--- src/rtl/leashed_position_follower_unit_assert.svh ---
// Assertion macros shared by the block's modules.
`ifndef LEASHED_POSITION_FOLLOWER_UNIT_ASSERT_SVH
`define LEASHED_POSITION_FOLLOWER_UNIT_ASSERT_SVH

// An implication that is checked on every clock edge outside reset.
`define LPF_ASSERT_IMP(label, ante, cons) \
  label: assert property (@(posedge clk) disable iff (!rst_n) (ante) |-> (cons)) \
    else $error("assertion failed");

// An implication whose consequence is checked in the cycle after the antecedent.
`define LPF_ASSERT_NEXT(label, ante, cons) \
  label: assert property (@(posedge clk) disable iff (!rst_n) (ante) |=> (cons)) \
    else $error("assertion failed");

`endif

--- src/rtl/lpf_pkg.sv ---
package lpf_pkg;

  localparam int unsigned FracBitsDefault = 16;
  localparam int unsigned PosW = 32;
  localparam int unsigned CfgW = 31;
  localparam int unsigned DtW = 17;

  localparam logic CfgIdxSpeed = 1'b0;
  localparam logic CfgIdxMaxDist = 1'b1;

  localparam logic ModeFollow = 1'b0;
  localparam logic ModeTeleport = 1'b1;

  typedef enum logic [3:0] {
    ST_IDLE,
    ST_DIFF,
    ST_SQR,
    ST_SQRT,
    ST_LEASH,
    ST_ALPHA,
    ST_MOVE,
    ST_OUT
  } lpf_state_t;

  typedef struct packed {
    logic start;
    logic [63:0] num;
    logic [63:0] den;
  } lpf_div_req_t;

  typedef struct packed {
    logic busy;
    logic done;
  } lpf_div_stat_t;

  function automatic logic [PosW-1:0] sat32(input logic signed [PosW+1:0] v);
    logic signed [PosW+1:0] hi;
    logic signed [PosW+1:0] lo;
    hi = (PosW+2)'(signed'(33'sh0_7FFF_FFFF));
    lo = -(PosW+2)'(signed'(33'sh0_8000_0000));
    if (v > hi) begin
      return {1'b0, {(PosW-1){1'b1}}};
    end else if (v < lo) begin
      return {1'b1, {(PosW-1){1'b0}}};
    end
    return v[PosW-1:0];
  endfunction

endpackage

--- src/rtl/lpf_divider.sv ---
module lpf_divider (
  input  logic clk,
  input  logic rst_n,
  input  lpf_pkg::lpf_div_req_t req,
  output lpf_pkg::lpf_div_stat_t stat,
  output logic [63:0] quot
);
  import lpf_pkg::*;

  logic [63:0] rem_r, rem_nxt;
  logic [63:0] quo_r, quo_nxt;
  logic [63:0] den_r, den_nxt;
  logic [6:0] cnt_r, cnt_nxt;
  logic busy_r, busy_nxt;
  logic done_r, done_nxt;
  logic [64:0] trial;

  always_comb begin
    rem_nxt = rem_r;
    quo_nxt = quo_r;
    den_nxt = den_r;
    cnt_nxt = cnt_r;
    busy_nxt = busy_r;
    done_nxt = 1'b0;
    trial = {rem_r, quo_r[63]} - {1'b0, den_r};
    if (req.start) begin
      rem_nxt = '0;
      quo_nxt = req.num;
      den_nxt = req.den;
      cnt_nxt = 7'd64;
      busy_nxt = 1'b1;
    end else if (busy_r) begin
      if (!trial[64]) begin
        rem_nxt = trial[63:0];
        quo_nxt = {quo_r[62:0], 1'b1};
      end else begin
        rem_nxt = {rem_r[62:0], quo_r[63]};
        quo_nxt = {quo_r[62:0], 1'b0};
      end
      cnt_nxt = cnt_r - 7'd1;
      if (cnt_r == 7'd1) begin
        busy_nxt = 1'b0;
        done_nxt = 1'b1;
      end
    end
  end

  always_ff @(posedge clk) begin
    if (!rst_n) begin
      busy_r <= 1'b0;
      done_r <= 1'b0;
      cnt_r <= '0;
    end else begin
      busy_r <= busy_nxt;
      done_r <= done_nxt;
      cnt_r <= cnt_nxt;
    end
    rem_r <= rem_nxt;
    quo_r <= quo_nxt;
    den_r <= den_nxt;
  end

  assign stat.busy = busy_r;
  assign stat.done = done_r;
  assign quot = quo_r;

`include "leashed_position_follower_unit_assert.svh"
  `LPF_ASSERT_NEXT(a_div_done, busy_r && cnt_r == 7'd1 && !req.start, done_r)
  `LPF_ASSERT_IMP(a_div_cnt, busy_r, cnt_r != 7'd0)
  `LPF_ASSERT_NEXT(a_div_start, req.start, busy_r)
endmodule

--- config.mk ---
export PLATFORM = sky130hd
export DESIGN_NAME = lpf_divider
export DESIGN_NICKNAME = d
export VERILOG_FILES = /design/src/rtl/lpf_pkg.sv /design/src/rtl/lpf_divider.sv
export VERILOG_INCLUDE_DIRS = /design/src /design/src/rtl
export SDC_FILE = /design/constraint.sdc
export NUM_CORES = 1
export LEC_CHECK = 0
export ABC_AREA = 1
export BUFFER_PORTS_ARGS = -buffer_cell sky130_fd_sc_hd__buf_2
export CORE_MARGIN = 3
export CORE_UTILIZATION = 65
export CTS_BUF_LIST = sky130_fd_sc_hd__clkbuf_8
export CTS_CLUSTER_SIZE = 12
export DETAILED_ROUTE_END_ITERATION = 10
export PLACE_DENSITY = 0.86
export SKIP_LAST_GASP = 1
export SYNTH_ARGS = -nofsm -noshare
export SYNTH_HDL_FRONTEND = slang
export SYNTH_SLANG_ARGS = --single-unit
--- constraint.sdc ---
create_clock -name clk -period 4.6 [get_ports clk]
set_input_delay 0.69 -clock clk [delete_from_list [all_inputs] [get_ports clk]]
set_output_delay 0.69 -clock clk [all_outputs]
set_load 0.05 [all_outputs]
==> Flow_metrics.wiki, run 1 <==
{| class="wikitable"
! Metric !! Value
|-
| Detailed router's first-iteration violation count || around 1,500
|-
| Placeable core area || between 20,000 and 25,000 um^2
|-
| Worst-Margin Slew || 1.05 ns
|-
| CP max-delay cell || buf_4
|-
| Max IR drop VDD || ~360 uV
|-
| Power per Cell Area || between 200 and 300 nW/um^2
|-
| Buffers inserted by post-CTS timing repair || 0
|-
| Number of H-tree levels || 2
|-
| Highest net fanout along the worst path || 30
|-
| Clk sink count || 201
|-
| Share of post-route cells with drive strength above 1 || 0.114
|-
| Post-Syn Area || 14,500 um^2
|-
| Number of synthesized flops with an enable pin || 128
|-
| Post-synthesis net count || 2,493
|-
| Crit path required time || about 5 ns
|-
| Final worst-path cycle share || 0.736
|-
| Remaining max-slew budget at the tightest pin || 0.300
|-
| Vertical die dimension || 155 um
|-
| Top post-synthesis cells by area || nand2_1, edfxtp_1, inv_1
|-
| Average routed wire per standard cell || 16.4 um
|-
| Status || completed
|-
| Area taken by flip-flops and latches || between 5000 and 6000 um^2
|-
| Critical Path AT || 3.81 ns
|-
| Die W || 155 um
|-
| WS Path Type || reg -> reg
|-
| Fmax || 0.295 GHz
|-
| Ys Warns || 0
|-
| Area Growth Syn to Fin || 13.2%
|-
| Fraction of synthesized cell area in xor and xnor cells || 0.0194
|-
| Resize count post-CTS || 0
|-
| Sum of negative setup slack || 0 ns
|-
| Initial antenna violation count || 3
|-
| Hold crit path type || in -> reg
|-
| Via count of the first global-routing pass || 14,000
|-
| CTS Hold Buffers Added || 0
|-
| Startpoint Class || flop
|-
| Fraction of post-synthesis cell area in the top cell type by area || 0.279
|-
| Remaining design rule violation count || 0
|-
| Count of final setup violators || 0
|-
| Static power due to leakage || 9.65 nW
|-
| Final net count || 2,692
|-
| Initial core utilization || 0.676
|-
| Total wire length after detailed routing || between 40 and 50 mm
|-
| Ys flop type || edfxtp_1
|-
| Clock transition at path regs || 0.08 ns
|-
| Dominant combinational cell family by area after synthesis || simple AND/OR/NAND/NOR gates
|-
| Number of fill cells || 1,665
|-
| Top cell by count, worst path || nand2_1
|-
| Hold slack final || about 0.32 ns
|-
| Detailed-route vias per instance || 5.35
|-
| Yosys top cell by area || nand2_1
|-
| Avg Cell Area, Syn || 6.31 um^2
|-
| HPWL after detailed placement || 33.8 mm
|-
| RD Place Congestion || just over 1
|-
| Share of the synthesized area in compound gates (AO/OA/AOI/OAI) || 0.0256
|-
| CTS Buf Count || 35
|-
| Setup Skew || about 0.028 ns
|-
| Max cap viols || 0
|-
| Setup repair after global routing missed its margin || false
|-
| CTS Buffer Depth || 3
|-
| Category of the worst setup path capture point || flop
|-
| Min Tclk post-route || 3.39 ns
|-
| Part of the Yosys area used for sequential elements || 0.367
|-
| Longest individual stage delay on the worst path || roughly 0.45 ns
|-
| RR Startpoint || den_r[0]
|-
| Number of distinct library cells after synthesis || 38
|-
| Post-synthesis cell count || 2,295
|-
| Largest delay contributor family on the critical path || simple AND/OR/NAND/NOR gates
|-
| CTS tree || yes
|-
| Flop and latch count out of synthesis || 201
|-
| 1st-pass router iterations || 6
|-
| Max-slew violation total from the final report || 0
|-
| Total congestion overflow || 0
|-
| Clk Latency, worst-skew pair || 0.55 ns
|-
| Fraction of registers with async set or reset after synthesis || 0
|-
| Clock root cell || clkbuf_8
|-
| Largest net degree at the start of global routing || 99
|-
| Min-delay src || req[50]
|-
| Total number of vias || 15,000
|-
| Crit path buffers/inverters || 2
|-
| Remaining antenna violation count after routing || 0
|-
| Wire length of the first global-routing pass || 68.8 mm
|-
| Post-synthesis adder-cell area fraction || 0.0584
|-
| Simple-Gate Fraction of Synth Area || 0.382
|-
| Area taken by multi-input logic gates || 7040 um^2
|-
| Mux cell area share after synthesis || 0
|-
| Number of top-level pins || 197
|-
| Final number of hold-violating endpoints || 0
|-
| Overall die area || 24,100 um^2
|-
| # port buffers || 196
|-
| GR Util All Layers || 0.356
|-
| Cell breakdown of the critical path || ha_1, fa_1, inv_1, nand2_1, nand2_1, nand3_1, nand2_2, nand2_1, nand2_2, nand2_1, nand2_2, nand2_4, nand2_4, nand2_4, nand2_2, buf_4, nand2_1, nand3_1, nand2_1
|-
| Number of cell rows || 53
|-
| Launching instance or port of the critical path || den_r[0]
|}
flip-flops by register name, summed over array words and instances (netlist names):
signal / count
den_r: 64
quot: 64
rem_r: 64
busy_r: 1
done_r: 1
cnt_r: 7
cells in the mapped netlist, types with 2 or more instances:
master	n
buf_2	3
nor2_2	7
clkbuf_1	26
a21oi_1	50
xnor2_1	25
dfxtp_1	73
nand4_1	11
nor3_1	21
and2_1	3
inv_1	499
nor4_1	2
buf_6	9
buf_1	2
ha_1	66
xor2_1	7
nand2_2	11
nand3_1	133
inv_2	3
nand3b_1	2
edfxtp_1	128
buf_4	2
and3_1	2
nor2_4	2
o21ai_0	15
nand2_4	3
nand2_1	1075
nor2_1	104
worst reg2reg max path: stages (launching register included):
cell and delay (ns):
edfxtp_1 0.39, ha_1 0.23, fa_1 0.41, inv_1 0.11
nand2_1 0.06, nand2_1 0.07, nand3_1 0.08, nand2_2 0.12
nand2_1 0.07, nand2_2 0.09, nand2_1 0.09, nand2_2 0.11
nand2_4 0.08, nand2_4 0.08, nand2_4 0.08, nand2_2 0.44
buf_4 0.47, nand2_1 0.12, nand3_1 0.11, nand2_1 0.07
area by class of cell:
type	count	share of cell area
multi-input combinational	1548	0.430
clock inverter	22	0.0108
inverter	503	0.115
clock buffer	41	0.0344
tap	275	0.0210
sequential	201	0.324
antenna	3	0.000458
timing repair buffer	205	0.0642
path summary, 6_finish.rpt:
path | endpoint | slack (ns) | cells past startpoint
setup / recovery | rem_r[4] | 1.21 | 19
hold / removal | den_r[50] | 0.32 | 1
setup reg to reg | rem_r[4] | 1.21 | 19
hold reg to reg | rem_r[25] | 0.47 | 2
cells by family (layout without fill, tap and decap cells):
group | after synthesis | count (layout)
AO/OA/AOI/OAI | 71 | 71
XOR/XNOR | 32 | 32
adder cells (fa/ha/maj) | 67 | 67
buffers and inverters | 546 | 771
flip-flops | 201 | 201
other | 0 | 3
AND/OR/NAND/NOR | 1378 | 1378
metrics by stage:
step,setup slack (ns),utilization,instance area [um^2],power [W],cells
floorplan,1.76,-,14500,0.00267,2295
global placement,1.39,0.730,15600,0.00288,2732
detailed placement,1.26,0.730,15600,0.00291,2732
CTS,1.25,0.764,16400,0.00465,2795
global route,0.990,0.765,16400,0.00486,2798
finish,1.21,0.765,16400,0.00471,2798
metal layers:
metal,track usage,wire length [um]
met1,0.455,17700
met2,0.586,20900
met3,0.0812,5130
met4,0.147,2190
met5,0,0
report_power, final:
part	leakage [nW]	switching (W)	internal (W)
logic	7.35	0.000593	0.000206
clock network	0.422	0.000802	0.000989
registers	1.87	0.0000633	0.00205
total	9.65	0.00146	0.00325
cells in the final DEF, fill, tap and decap left out, types with 41 or more instances in the layout:
master,instances
a21oi_1,50
edfxtp_1,128
dfxtp_1,73
buf_2,195
ha_1,66
nor2_1,102
nand2_1,1075
clkbuf_8,41
nand3_1,133
inv_1,507
(Power assumes the default switching activity.)
==> inputs of run 2 (changes only) <==
--- a/config.mk
+++ b/config.mk
@@ -9,11 +9,11 @@
 export ABC_AREA = 1
 export BUFFER_PORTS_ARGS = -buffer_cell sky130_fd_sc_hd__buf_2
 export CORE_MARGIN = 3
-export CORE_UTILIZATION = 65
+export CORE_UTILIZATION = 61
 export CTS_BUF_LIST = sky130_fd_sc_hd__clkbuf_8
 export CTS_CLUSTER_SIZE = 12
 export DETAILED_ROUTE_END_ITERATION = 10
-export PLACE_DENSITY = 0.86
+export PLACE_DENSITY = 0.81
 export SKIP_LAST_GASP = 1
 export SYNTH_ARGS = -nofsm -noshare
 export SYNTH_HDL_FRONTEND = slang
==> constraint.sdc (replaced) <==
create_clock -name clk -period 3.4 [get_ports clk]
set_input_delay 0.51 -clock clk [delete_from_list [all_inputs] [get_ports clk]]
set_output_delay 0.51 -clock clk [all_outputs]
set_load 0.05 [all_outputs]
==> run 2 against run 1 <==
Net effect: die area grew 6.3%; worst setup slack lost 0.77 ns; maximum frequency grew 14%; critical path depth grew 1; final cell count grew 1.4%; worst hold slack lost 0.20 ns; core utilization shrank 5.0 points; wire length shrank 7.9%; non-clock buffer count grew 5; count of clock-buffer cells in the layout shrank 1; critical path type unchanged; largest cell class unchanged.
==> Flow_metrics.wiki, run 2 (synthesis results as in run 1) <==
{| class="wikitable"
! Metric !! Value
|-
| Max cap viols || 0 (unchanged)
|-
| Placeable core area || 23,000 um^2 (+7.3%)
|-
| Total number of vias || 14,300 (-4.7%)
|-
| Number of top-level pins || 197 (unchanged)
|-
| RR Startpoint || quot[63]
|-
| # port buffers || 196 (unchanged)
|-
| Detailed-route vias per instance || 5.03 (-6.1%)
|-
| Detailed router's first-iteration violation count || 1,452 (-3.4%)
|-
| Hold Crit Endpoint || den_r[51]
|-
| Fmax || 0.338 GHz (+14%)
|-
| Remaining antenna violation count after routing || 0 (unchanged)
|-
| Setup Skew || 0.0347 ns (+0.00682 ns)
|-
| Hold crit path type || in -> reg
|-
| Min Tclk post-route || 2.96 ns (-0.427 ns)
|-
| Wire length of the first global-routing pass || 68.3 mm (-0.76%)
|-
| CTS Hold Buffers Added || 0 (unchanged)
|-
| Clock transition at path regs || 0.07 ns (about the same)
|-
| Average routed wire per standard cell || 14.9 um (-9.2%)
|-
| Cell count of the worst hold path || 1 (unchanged)
|-
| Remaining max-slew budget at the tightest pin || 0.485 (+0.185)
|-
| Die W || 160 um (+3.1%)
|-
| Leading cell types in the layout, fill and taps excluded || nand2_1, inv_1, buf_2
|-
| Category of the worst setup path capture point || flop
|-
| Share of post-route cells with drive strength above 1 || 0.114 (+0.000170)
|-
| Final worst setup slack || 0.441 ns (-0.773 ns)
|-
| Total power || 0.00610 W (+30%)
|-
| Area Growth Syn to Fin || 13.5%
|-
| Sum of negative setup slack || 0 ns (unchanged)
|-
| Total congestion overflow || 0 (unchanged)
|-
| Remaining design rule violation count || 0 (unchanged)
|-
| Largest net degree at the start of global routing || 76 (-23%)
|-
| WS Path Type || reg -> reg
|-
| Pre-CTS setup slack || 0.480 ns (-0.783 ns)
|-
| Clk Latency, worst-skew pair || 0.56 ns (about the same)
|-
| Startpoint Class || flop
|-
| Total wire length after detailed routing || 42.3 mm (-7.9%)
|-
| Vertical die dimension || 160 um (+3.1%)
|-
| Status || completed
|-
| Critical Path AT || 3.40 ns (-0.41 ns)
|-
| CTS tree || yes
|-
| Number of cell rows || 55 (+3.8%)
|-
| Max-slew violation total from the final report || 0 (unchanged)
|-
| Most common cell after layout, fill and taps aside || nand2_1
|-
| Critical R2R Capture || rem_r[18]
|-
| Number of H-tree levels || 2 (unchanged)
|-
| Number of antenna cells inserted || 0 (-3)
|-
| Metal1 wirelength || 18.0 mm (+1.5%)
|-
| GR Util All Layers || 0.328 (-0.0282)
|-
| Clock root cell || clkbuf_8
|-
| Static power due to leakage || 9.68 nW (+0.30%)
|-
| CTS Buf Count || 35 (unchanged)
|-
| Initial core utilization || 0.630 (-0.0460)
|-
| Min-delay src || req[51]
|-
| Buffers inserted by post-CTS timing repair || 0 (unchanged)
|-
| Final worst-path cycle share || 0.870 (+0.134)
|-
| HPWL after detailed placement || 33.4 mm (-1.1%)
|-
| Met2 routed wirelength || 19.1 mm (-8.4%)
|-
| Resize count post-CTS || 0 (unchanged)
|-
| Final number of hold-violating endpoints || 0 (unchanged)
|-
| Worst-Margin Slew || 0.772 ns (-0.278 ns)
|-
| Final net count || 2,697 (+0.19%)
|-
| Setup repair after global routing missed its margin || false
|-
| RD Place Congestion || 1.04 (+1.4%)
|-
| CTS Buffer Depth || 3 (unchanged)
|-
| Number of fill cells || 2,061 (+24%)
|-
| Via count of the first global-routing pass || 13,500 (-3.8%)
|-
| 1st-pass router iterations || 8 (+2)
|-
| Worst-case register-to-register setup slack || 0.44 ns (-0.77 ns)
|-
| Overall die area || 25,600 um^2 (+6.3%)
|-
| Highest net fanout along the worst path || 37 (+23%)
|-
| DR top layer || met4
|-
| Count of final setup violators || 0 (unchanged)
|-
| Number of cells on the worst reg-to-reg path || 20 (+1)
|-
| Routed length on met3 || 4.05 mm (-21%)
|-
| Initial antenna violation count || 0 (-3)
|-
| Power per Cell Area || 371 nW/um^2 (+29%)
|-
| Clk sink count || 201 (unchanged)
|-
| Crit path required time || 3.84 ns (-1.18 ns)
|-
| Max IR drop VDD || 401 uV (+11%)
|}
[run 2: how the worst max path moves through the flow]
stage | start | to | slack [ns] | cells after the start
final | quot[63] | rem_r[18] | 0.44 | 20
after global routing | quot[63] | rem_r[18] | 0.11 | 20
after CTS | quot[63] | rem_r[18] | 0.43 | 20
after detailed placement | quot[63] | rem_r[2] | 0.48 | 20
after global placement | quot[63] | rem_r[8] | 0.64 | 20
after floorplan | quot[63] | quot[0] | 0.56 | 19
[run 2: layout make-up]
type	count	area, um^2	area share
timing repair buffer	210	1130	0.0685
inverter	503	1890	0.115
clock buffer	40	551	0.0335
tap	313	392	0.0238
multi-input combinational	1548	7040	0.429
sequential	201	5310	0.323
clock inverter	23	128	0.00777
[run 2: critical path: stages (launching register included)]
cell,delay (ns)
edfxtp_1,0.35
inv_1,0.06
ha_1,0.22
fa_1,0.41
inv_1,0.12
nand2_1,0.06
nand2_1,0.08
nand3_1,0.08
nand2_2,0.11
nand2_1,0.08
nand2_2,0.08
nand2_1,0.07
nand2_2,0.11
nand2_4,0.08
nand2_4,0.08
nand2_4,0.07
nand2_2,0.07
buf_4,0.38
nand2_1,0.14
nand3_1,0.11
nand2_1,0.05
[run 2: per-layer routing]
| metal | vias up | global-route usage |
|---|---|---|
| met5 | - | 0 |
| met2 | 660 | 0.538 |
| met1 | 6263 | 0.444 |
| met4 | 0 | 0.0923 |
| li1 | 7261 | - |
| met3 | 83 | 0.0638 |
[run 2: report_power, final]
group	internal [W]	total [W]	switching, W	leakage, nW
sequential	0.00278	0.00285	0.0000714	1.87
combinational	0.000283	0.00104	0.000762	7.40
clock	0.00116	0.00221	0.00105	0.408
total	0.00422	0.00610	0.00188	9.68
[run 2: metrics by stage]
stage / hold slack (ns) / std cells / utilization / area (um^2)
floorplan: 0.437 / 2295 / - / 14500
global placement: 0.460 / 2775 / 0.685 / 15800
detailed placement: 0.462 / 2775 / 0.685 / 15800
CTS: 0.0960 / 2838 / 0.715 / 16400
global route: 0.115 / 2838 / 0.715 / 16400
finish: 0.121 / 2838 / 0.715 / 16400
